--- config.mk ---
export PLATFORM = sky130hd
export DESIGN_NAME = piecewise_linear_colormap
export DESIGN_NICKNAME = d
export VERILOG_FILES = /design/src/plcm_pkg.sv /design/src/plcm_ram.sv /design/src/plcm_div.sv /design/src/piecewise_linear_colormap.sv
export SDC_FILE = /design/constraint.sdc
export NUM_CORES = 2
export LEC_CHECK = 0
export ABC_AREA = 1
export ABC_CLOCK_PERIOD_IN_PS = 10100
export BUFFER_PORTS_ARGS = -buffer_cell sky130_fd_sc_hd__buf_2
export CAP_MARGIN = 15
export CORE_MARGIN = 4
export CORE_UTILIZATION = 45
export DETAILED_ROUTE_END_ITERATION = 8
export GPL_TIMING_DRIVEN = 0
export PLACE_DENSITY = 0.62
export SLEW_MARGIN = 20
export SYNTH_ARGS = -nofsm -noshare
export SYNTH_HDL_FRONTEND = slang
export SYNTH_SLANG_ARGS = --single-unit
--- constraint.sdc ---
create_clock -name clk -period 10.1 [get_ports clk]
set_input_delay 2.02 -clock clk [delete_from_list [all_inputs] [get_ports clk]]
set_output_delay 2.02 -clock clk [all_outputs]
set_load 0.05 [all_outputs]
--- src/plcm_pkg.sv ---
`default_nettype none
package plcm_pkg;
    localparam int MaxPointsDefault = 16;
    localparam int SamplesDefault = 1024;

    typedef enum logic [1:0] {
        REQ_LOOKUP = 2'd0,
        REQ_ADD    = 2'd1,
        REQ_CLEAR  = 2'd2,
        REQ_NONE   = 2'd3
    } req_t;

    typedef enum logic [1:0] {
        ST_OK    = 2'd0,
        ST_DUP   = 2'd1,
        ST_FULL  = 2'd2,
        ST_EMPTY = 2'd3
    } status_t;

    typedef struct packed {
        logic [1:0]         req_type;
        logic signed [15:0] level;
        logic [7:0]         red_in;
        logic [7:0]         green_in;
        logic [7:0]         blue_in;
    } cmd_t;

    typedef struct packed {
        logic [7:0] red_out;
        logic [7:0] green_out;
        logic [7:0] blue_out;
        logic [1:0] status;
    } res_t;

    typedef struct packed {
        logic signed [15:0] pos;
        logic [7:0]         r;
        logic [7:0]         g;
        logic [7:0]         b;
    } stop_t;

    typedef enum logic [4:0] {
        S_IDLE, S_SCAN_RD, S_SCAN, S_SHIFT_RD, S_SHIFT_WR, S_INSERT,
        S_L_RD0, S_L_DIV1, S_L_W1, S_L_SRCH_RD, S_L_SRCH, S_L_UP_RD, S_L_UP,
        S_L_DIV2, S_L_W2, S_L_MIX, S_DONE
    } state_t;
endpackage
`default_nettype wire

--- src/plcm_ram.sv ---
`default_nettype none
module plcm_ram #(
    parameter int Width = 40,
    parameter int Depth = 16
) (
    input  wire logic                     clk,
    input  wire logic                     we,
    input  wire logic [$clog2(Depth)-1:0] waddr,
    input  wire logic [Width-1:0]         wdata,
    input  wire logic [$clog2(Depth)-1:0] raddr,
    output logic      [Width-1:0]         rdata
);
    logic [Width-1:0] mem [Depth];

    always_ff @(posedge clk)
    begin
        if (we)
        begin
            mem[waddr] <= wdata;
        end
        rdata <= mem[raddr];
    end
endmodule
`default_nettype wire

--- src/plcm_div.sv ---
`default_nettype none
// Restoring divider, one quotient bit per cycle. Unsigned operands.
module plcm_div #(
    parameter int Width = 40
) (
    input  wire logic             clk,
    input  wire logic             rst_n,
    input  wire logic             go,
    input  wire logic [Width-1:0] num,
    input  wire logic [Width-1:0] den,
    output logic                  done,
    output logic      [Width-1:0] quot
);
    localparam int CntW = $clog2(Width + 1);

    logic [Width-1:0] q_reg, q_next;
    logic [Width:0]   rem_reg, rem_next;
    logic [Width-1:0] d_reg, d_next;
    logic [CntW-1:0]  cnt_reg, cnt_next;
    logic             busy_reg, busy_next;
    logic             done_reg, done_next;
    logic [Width:0]   trial;

    always_ff @(posedge clk or negedge rst_n)
    begin
        if (!rst_n)
        begin
            busy_reg <= 1'b0;
            done_reg <= 1'b0;
            cnt_reg  <= '0;
        end
        else
        begin
            busy_reg <= busy_next;
            done_reg <= done_next;
            cnt_reg  <= cnt_next;
        end
    end

    always_ff @(posedge clk)
    begin
        q_reg   <= q_next;
        rem_reg <= rem_next;
        d_reg   <= d_next;
    end

    always_comb
    begin
        q_next    = q_reg;
        rem_next  = rem_reg;
        d_next    = d_reg;
        cnt_next  = cnt_reg;
        busy_next = busy_reg;
        done_next = 1'b0;
        trial     = {rem_reg[Width-1:0], q_reg[Width-1]};
        if (go)
        begin
            q_next    = num;
            rem_next  = '0;
            d_next    = den;
            cnt_next  = CntW'(Width);
            busy_next = 1'b1;
        end
        else if (busy_reg)
        begin
            if (trial >= {1'b0, d_reg})
            begin
                rem_next = trial - {1'b0, d_reg};
                q_next   = {q_reg[Width-2:0], 1'b1};
            end
            else
            begin
                rem_next = trial;
                q_next   = {q_reg[Width-2:0], 1'b0};
            end
            cnt_next = cnt_reg - 1'b1;
            if (cnt_reg == CntW'(1))
            begin
                busy_next = 1'b0;
                done_next = 1'b1;
            end
        end
    end

    assign done = done_reg;
    assign quot = q_reg;
endmodule
`default_nettype wire

--- src/piecewise_linear_colormap.sv ---
`default_nettype none
// Color map with up to MAX_POINTS stops held in a small RAM, sorted by descending position.
// One command at a time: busy is high from the cycle after start until the result strobe.
// An add scans the stops down to its slot and then moves the stops below the slot down one
// place. A lookup uses up to two passes of the shared bit-serial divider, searches the stops,
// and then sets up and mixes the three colors. A clear goes straight to the result.
// The result is on result for one cycle with done high; the receiver cannot stall it,
// so take it then.
module piecewise_linear_colormap
    import plcm_pkg::*;
#(
    parameter int MAX_POINTS = MaxPointsDefault,
    parameter int SAMPLES    = SamplesDefault
) (
    input  wire logic           clk,
    input  wire logic           rst_n,
    input  wire logic           start,
    input  wire plcm_pkg::cmd_t cmd,
    output logic                busy,
    output logic                done,
    output plcm_pkg::res_t      result
);
    localparam int AW   = (MAX_POINTS > 1) ? $clog2(MAX_POINTS) : 1;
    localparam int CW   = $clog2(MAX_POINTS + 1);
    localparam int SW   = $clog2(SAMPLES) + 1;
    localparam int PW   = 17 + SW + 1;
    localparam int DW   = PW + 16;

    state_t state_reg, state_next;
    cmd_t   cmd_reg, cmd_next;
    res_t   res_reg, res_next;
    logic [CW-1:0] count_reg, count_next;
    logic [CW-1:0] idx_reg, idx_next;
    logic [CW-1:0] ins_reg, ins_next;
    logic signed [15:0] lo_reg, lo_next, hi_reg, hi_next;
    stop_t up_reg, up_next, dn_reg, dn_next;
    logic signed [PW-1:0] p_reg, p_next;
    logic [16:0] r_reg, r_next;
    logic [1:0]  ch_reg, ch_next;
    logic        done_reg, done_next;

    logic          we;
    logic [AW-1:0] waddr, raddr;
    stop_t         wdata, rdata;
    logic          dgo, ddone;
    logic [DW-1:0] dnum, dden, dquot;

    plcm_ram #(.Width($bits(stop_t)), .Depth(MAX_POINTS)) u_ram (
        .clk(clk), .we(we), .waddr(waddr), .wdata(wdata), .raddr(raddr), .rdata(rdata)
    );

    plcm_div #(.Width(DW)) u_div (
        .clk(clk), .rst_n(rst_n), .go(dgo), .num(dnum), .den(dden),
        .done(ddone), .quot(dquot)
    );

    always_ff @(posedge clk or negedge rst_n)
    begin
        if (!rst_n)
        begin
            state_reg <= S_IDLE;
            count_reg <= '0;
            lo_reg    <= '0;
            hi_reg    <= '0;
            done_reg  <= 1'b0;
        end
        else
        begin
            state_reg <= state_next;
            count_reg <= count_next;
            lo_reg    <= lo_next;
            hi_reg    <= hi_next;
            done_reg  <= done_next;
        end
    end

    always_ff @(posedge clk)
    begin
        cmd_reg <= cmd_next;
        res_reg <= res_next;
        idx_reg <= idx_next;
        ins_reg <= ins_next;
        up_reg  <= up_next;
        dn_reg  <= dn_next;
        p_reg   <= p_next;
        r_reg   <= r_next;
        ch_reg  <= ch_next;
    end

    logic signed [16:0] vcl, span;
    logic signed [PW-1:0] dn_scaled, num2, den2;
    logic [8+17:0] mix;
    logic [7:0] cu, cd;

    always_comb
    begin
        state_next = state_reg;
        cmd_next   = cmd_reg;
        res_next   = res_reg;
        count_next = count_reg;
        idx_next   = idx_reg;
        ins_next   = ins_reg;
        lo_next    = lo_reg;
        hi_next    = hi_reg;
        up_next    = up_reg;
        dn_next    = dn_reg;
        p_next     = p_reg;
        r_next     = r_reg;
        ch_next    = ch_reg;
        done_next  = 1'b0;
        we         = 1'b0;
        waddr      = idx_reg[AW-1:0];
        wdata      = rdata;
        raddr      = idx_reg[AW-1:0];
        dgo        = 1'b0;
        dnum       = '0;
        dden       = '0;
        span       = 17'(hi_reg) - 17'(lo_reg);
        vcl        = 17'(cmd_reg.level);
        if (cmd_reg.level < lo_reg)
        begin
            vcl = 17'(lo_reg);
        end
        else if (cmd_reg.level > hi_reg)
        begin
            vcl = 17'(hi_reg);
        end
        dn_scaled  = PW'(rdata.pos) * PW'(SAMPLES);
        num2       = p_reg - PW'(dn_reg.pos) * PW'(SAMPLES);
        den2       = (PW'(up_reg.pos) - PW'(dn_reg.pos)) * PW'(SAMPLES);
        cu = up_reg.r;
        cd = dn_reg.r;
        case (ch_reg)
            2'd1:
            begin
                cu = up_reg.g;
                cd = dn_reg.g;
            end
            2'd2:
            begin
                cu = up_reg.b;
                cd = dn_reg.b;
            end
            default:
            begin
            end
        endcase
        mix = 26'(cu) * 26'(r_reg) + 26'(cd) * 26'(17'h10000 - r_reg);

        case (state_reg)
            S_IDLE:
            begin
                if (start)
                begin
                    cmd_next = cmd;
                    res_next = '0;
                    idx_next = '0;
                    case (cmd.req_type)
                        REQ_LOOKUP: state_next = S_L_RD0;
                        REQ_ADD:
                        begin
                            ins_next   = count_reg;
                            state_next = S_SCAN_RD;
                        end
                        REQ_CLEAR:
                        begin
                            count_next = '0;
                            state_next = S_DONE;
                        end
                        default: state_next = S_DONE;
                    endcase
                end
            end
            // Add: find insertion point, checking duplicates.
            S_SCAN_RD:
            begin
                if (idx_reg == count_reg)
                begin
                    if (count_reg >= CW'(MAX_POINTS))
                    begin
                        res_next.status = ST_FULL;
                        state_next = S_DONE;
                    end
                    else
                    begin
                        idx_next   = count_reg;
                        state_next = (count_reg == ins_reg) ? S_INSERT : S_SHIFT_RD;
                    end
                end
                else
                begin
                    state_next = S_SCAN;
                end
            end
            S_SCAN:
            begin
                if (cmd_reg.level == rdata.pos)
                begin
                    res_next.status = ST_DUP;
                    state_next = S_DONE;
                end
                else if (cmd_reg.level > rdata.pos)
                begin
                    ins_next = idx_reg;
                    idx_next = count_reg;
                    if (count_reg >= CW'(MAX_POINTS))
                    begin
                        res_next.status = ST_FULL;
                        state_next = S_DONE;
                    end
                    else
                    begin
                        state_next = S_SHIFT_RD;
                    end
                end
                else
                begin
                    idx_next   = idx_reg + 1'b1;
                    state_next = S_SCAN_RD;
                end
            end
            // idx_reg is the destination; read the entry just above it.
            S_SHIFT_RD:
            begin
                raddr      = AW'(idx_reg - 1'b1);
                state_next = S_SHIFT_WR;
            end
            S_SHIFT_WR:
            begin
                we       = 1'b1;
                wdata    = rdata;
                idx_next = idx_reg - 1'b1;
                state_next = ((idx_reg - 1'b1) == ins_reg) ? S_INSERT : S_SHIFT_RD;
            end
            S_INSERT:
            begin
                we    = 1'b1;
                waddr = ins_reg[AW-1:0];
                wdata = '{pos: cmd_reg.level, r: cmd_reg.red_in, g: cmd_reg.green_in,
                          b: cmd_reg.blue_in};
                count_next = count_reg + 1'b1;
                if (count_reg == '0)
                begin
                    lo_next = cmd_reg.level;
                    hi_next = cmd_reg.level;
                end
                else if (cmd_reg.level < lo_reg)
                begin
                    lo_next = cmd_reg.level;
                end
                else if (cmd_reg.level > hi_reg)
                begin
                    hi_next = cmd_reg.level;
                end
                state_next = S_DONE;
            end
            // Lookup.
            S_L_RD0:
            begin
                raddr = '0;
                if (count_reg == '0)
                begin
                    res_next = '{red_out: 8'hFF, green_out: 8'hFF, blue_out: 8'hFF,
                                 status: ST_EMPTY};
                    state_next = S_DONE;
                end
                else if (count_reg == CW'(1) || span <= 0)
                begin
                    state_next = S_L_W1;
                    up_next.pos = '0;
                    r_next = '0;
                    dgo = 1'b0;
                    state_next = S_L_DIV1;
                    idx_next = '0;
                end
                else
                begin
                    dgo  = 1'b1;
                    dnum = DW'(unsigned'(vcl - 17'(lo_reg))) * DW'(SAMPLES);
                    dden = DW'(unsigned'(span));
                    state_next = S_L_DIV1;
                    idx_next = CW'(1);
                end
            end
            S_L_DIV1:
            begin
                // idx_reg zero marks the single-color path.
                if (idx_reg == '0)
                begin
                    res_next.red_out   = rdata.r;
                    res_next.green_out = rdata.g;
                    res_next.blue_out  = rdata.b;
                    state_next = S_DONE;
                end
                else if (ddone)
                begin
                    p_next = PW'(lo_reg) * PW'(SAMPLES) + PW'(dquot[SW-1:0]) * PW'(span);
                    state_next = S_L_SRCH_RD;
                end
            end
            S_L_SRCH_RD:
            begin
                if (idx_reg == count_reg)
                begin
                    idx_next   = count_reg - 1'b1;
                    ins_next   = '0;
                    state_next = S_L_UP_RD;
                end
                else
                begin
                    state_next = S_L_SRCH;
                end
            end
            S_L_SRCH:
            begin
                if (p_reg > dn_scaled)
                begin
                    ins_next   = idx_reg - 1'b1;
                    state_next = S_L_UP_RD;
                end
                else
                begin
                    idx_next   = idx_reg + 1'b1;
                    state_next = S_L_SRCH_RD;
                end
            end
            // ins_reg holds the upper index, idx_reg the lower; read upper first.
            S_L_UP_RD:
            begin
                raddr      = ins_reg[AW-1:0];
                state_next = S_L_UP;
            end
            S_L_UP:
            begin
                raddr      = idx_reg[AW-1:0];
                up_next    = rdata;
                state_next = S_L_W1;
            end
            S_L_W1:
            begin
                dn_next    = rdata;
                state_next = S_L_W2;
            end
            S_L_W2:
            begin
                if (den2 <= 0 || num2 <= 0)
                begin
                    r_next     = '0;
                    ch_next    = '0;
                    state_next = S_L_MIX;
                end
                else
                begin
                    dgo  = 1'b1;
                    dnum = DW'(unsigned'(num2)) << 16;
                    dden = DW'(unsigned'(den2));
                    state_next = S_L_DIV2;
                end
            end
            S_L_DIV2:
            begin
                if (ddone)
                begin
                    r_next     = (dquot > DW'(17'h10000)) ? 17'h10000 : dquot[16:0];
                    ch_next    = '0;
                    state_next = S_L_MIX;
                end
            end
            S_L_MIX:
            begin
                case (ch_reg)
                    2'd0: res_next.red_out = mix[23:16];
                    2'd1: res_next.green_out = mix[23:16];
                    default: res_next.blue_out = mix[23:16];
                endcase
                ch_next = ch_reg + 1'b1;
                if (ch_reg == 2'd2)
                begin
                    state_next = S_DONE;
                end
            end
            S_DONE:
            begin
                done_next  = 1'b1;
                state_next = S_IDLE;
            end
            default: state_next = S_IDLE;
        endcase
    end

    assign busy   = (state_reg != S_IDLE);
    assign done   = done_reg;
    assign result = res_reg;

    a_count_max: assert property (@(posedge clk) disable iff (!rst_n)
        count_reg <= CW'(MAX_POINTS)) else $error("stop count overflow");
    a_range: assert property (@(posedge clk) disable iff (!rst_n)
        count_reg != '0 |-> lo_reg <= hi_reg) else $error("range inverted");
    a_done_idle: assert property (@(posedge clk) disable iff (!rst_n)
        done_reg |-> state_reg == S_IDLE) else $error("strobe outside idle");
    a_count_step: assert property (@(posedge clk) disable iff (!rst_n)
        count_reg != $past(count_reg) |-> count_reg == '0 || count_reg == $past(count_reg) + 1'b1)
        else $error("count jumped");
endmodule
`default_nettype wire

==> summary.md <==
| Metric | Value |
|---|---|
| Fillers | roughly 14000 |
| Total core area | between 100000 and 150000 µm² |
| Clk_lat worst skew | between 0.7 and 0.8 ns |
| Status | complete, no violations |
| Vias in the first global route | approximately 50000 |
| Final nets | 8143 |
| Most instantiated cells after synthesis | inv_1, nand2_1, edfxtp_1 |
| Unrepaired setup endpoints after global routing | no |
| Crit Path Category | reg -> reg |
| Slew margin rel. | 13.6% |
| Hold Path Class | reg -> reg |
| Post-CTS setup buffers | 0 |
| Placement row count | ~140 |
| Synth cell types | 61 |
| Hold Path Depth | 0 |
| Mapped Area | between 60000 and 70000 µm² |
| Number of synthesized register bits | between 1000 and 1500 |
| Reg2reg start | ch_reg[0] |
| Most common cell in the netlist | inv_1 |
| Io pins | between 70 and 80 |
| CP required | 10.55 ns |
| Initial antenna violation count | 18 |
| Largest register FFs | 640 |
| Layout cells sized above 1 | 6.17% |
| I/O Buffers | slightly above 70 |
| Crit path DAT | 9.21 ns |
| Effective utilization at floorplan | 45.4% |
| Number of max-cap violations | 0 |
| First-pass GRT wire length | ~320000 µm |
| TritonRoute pass-1 iters | 8 |
| Max Freq | between 0.1 and 0.15 GHz |
| Die Wd | ~390 µm |
| Vias per cell | about 5.5 |
| Max-slew violations | 0 |
| Hold-fix buffers, CTS | 0 |
| Crit path largest cell delay | about 0.93 ns |
| Area Overhead vs Synth | 11.4% |
| Buffers & Inverters on Critical Path | 8 |
| Routed len/inst | approximately 23 µm |
| Clk root buf | clkbuf_16 |
| Largest net degree at the start of global routing | 37 |
| Fin cells | roughly 9400 |
| Max stage delay cell, worst path | o21ai_0 |
| Final TNS setup | 0 ns |
| Synth area leaders | edfxtp_1, fa_1, inv_1, nand2_1, ha_1 |
| Post-layout minimum cycle time | just under 9 ns |
| Worst path top cell family by delay | adder cells |
| Tcrit/Tclk final | between 80 and 90% |
| Mapped Avg Cell Area | 9.41 µm² |
| Hpwl dp | about 160000 µm |
| Yosys top cell area share | 41.0% |
| Register Area | between 30000 and 40000 µm² |
| Clock sink count | roughly 1100 |
| Worst Path Max Fanout | 10 |
| Total CTS buffers | around 110 |
| Placed Cells | between 9000 and 10000 |
| Yosys top cell by area | edfxtp_1 |
| Die ar. | roughly 160000 µm² |
| H-tree levels | 3 |
| Multi-input gate area | between 30000 and 40000 µm² |
| GRT Residual Overflow | 0 |
| Endpoints failing hold | 0 |
| Final setup vio count | 0 |
| Seq/Total Area, Yosys | 45.5% |
| DR iter-0 viols | 5383 |
| Post-synth EDFFs | 916 |
| Via count | 51800 |
| Cell mode on critical path | fa_1 |
| CP Capture Type | flip-flop |
| Worst Hold Endpoint | dn_reg[27] |
| CP startpoint kind | flip-flop |
| Clk_skew | ~0.099 ns |
| Post-synthesis cell count | approximately 7100 |
| Hold wc startpoint | u_ram.rdata[27] |
| CTS clk-pin slew, worst paths | ~0.06 ns |
| RePlAce Congestion | between 0.9 and 1 |
| Post-cts sizing count | 0 |
| Syn nets | a little under 8000 |
| GRT Total Usage | between 20% and 30% |
| Ys Warns | 0 |
| CP startpoint | ch_reg[0] |
| Asr flop ratio synth | under 10% |
| Post-Route WL | roughly 210000 µm |
| Worst-case clock buffer depth | 3 |
| Reg2Reg Setup Slack | between 1 and 1.5 ns |
| Die Y | approximately 400 µm |
| Critical R2R Capture | result[8] |
| Primary FF master, synth | edfxtp_1 |
| CTS tree | done |
| Worst r2r path cells | 26 |
| Slew @ Worst Pin | approximately 1.3 ns |
| Drt drc | 0 |
| Antenna-violating nets left | 0 |
==> stage by stage <==
stage	utilization [%]	cell area (µm²)	hold WS (ns)	setup slack [ns]
6_report	50.5	74700	0.423	1.34
5_1_grt	50.5	74700	0.438	0.874
4_1_cts	50.5	74700	0.420	1.51
3_5_place_dp	48.1	71000	0.422	1.54
3_3_place_gp	47.2	69800	0.412	1.63
2_1_floorplan	-	67100	0.408	2.97
==> cell families after synthesis <==
family                     Yosys count  share of synthesized area, %
AOI/OAI and AO/OA                 1211                          10.2
DFF                               1052                          45.5
and+or+nand+nor                   2418                          15.1
xor gates and xnor gates           119                          1.59
adders and majority gates          737                          18.5
other                                1                       0.00559
buffers and inverters             1588                          9.17
==> routing by layer <==
metal / track usage [%] / vias up / wire (µm)
li1: - / 24000 / -
met1: 37.2 / 25200 / 87700
met2: 43.2 / 2242 / 97100
met3: 4.64 / 395 / 19300
met4: 9.00 / 12 / 7650
met5: 0 / - / 97
==> how the worst max path moves through the flow <==
stage / to / slack (ns) / depth (start not counted)
after floorplan: result[17] / 2.97 / 39
after global placement: result[16] / 1.63 / 26
after detailed placement: result[24] / 1.54 / 26
after CTS: result[24] / 1.51 / 26
final: result[8] / 1.34 / 26
after global routing: result[17] / 0.87 / 39
==> placed cells by master, fill, tap and decap left out, types with 9 or more instances in the layout <==
master	instances
xor2_1	66
edfxtp_1	916
clkbuf_1	196
o21ai_2	12
xnor2_1	50
o21ai_1	67
o22ai_1	9
and2_1	9
a211oi_1	43
a21o_1	10
clkinv_1	24
buf_16	14
nand3_1	390
nand4_1	70
clkinv_2	25
a221o_1	13
buf_12	26
nor3_1	51
or2_2	24
nand3b_1	10
clkbuf_16	112
fa_1	423
buf_4	30
nand2_1	1263
dfxtp_1	85
a31oi_1	11
buf_2	139
o21ai_0	417
dfrtp_1	51
o21bai_1	12
nor4_1	38
nor2_1	522
bufinv_16	9
o211ai_1	172
ha_1	314
inv_1	1304
a21oi_1	410
nor2_4	20
==> layout make-up <==
type,instances,area share (%)
flip-flops and latches,1052,40.8
diodes,5,0.0167
multi-input cells,4486,41.0
plain buffers,269,1.60
clock buffers,145,3.98
inverters,1319,6.63
repair buffers,122,1.82
clock inverters,62,0.931
well taps,1930,3.23
Power is left out: the tool's default activity adds up to more than one toggle a clock period on the data nets, which glitch-free logic cannot reach.
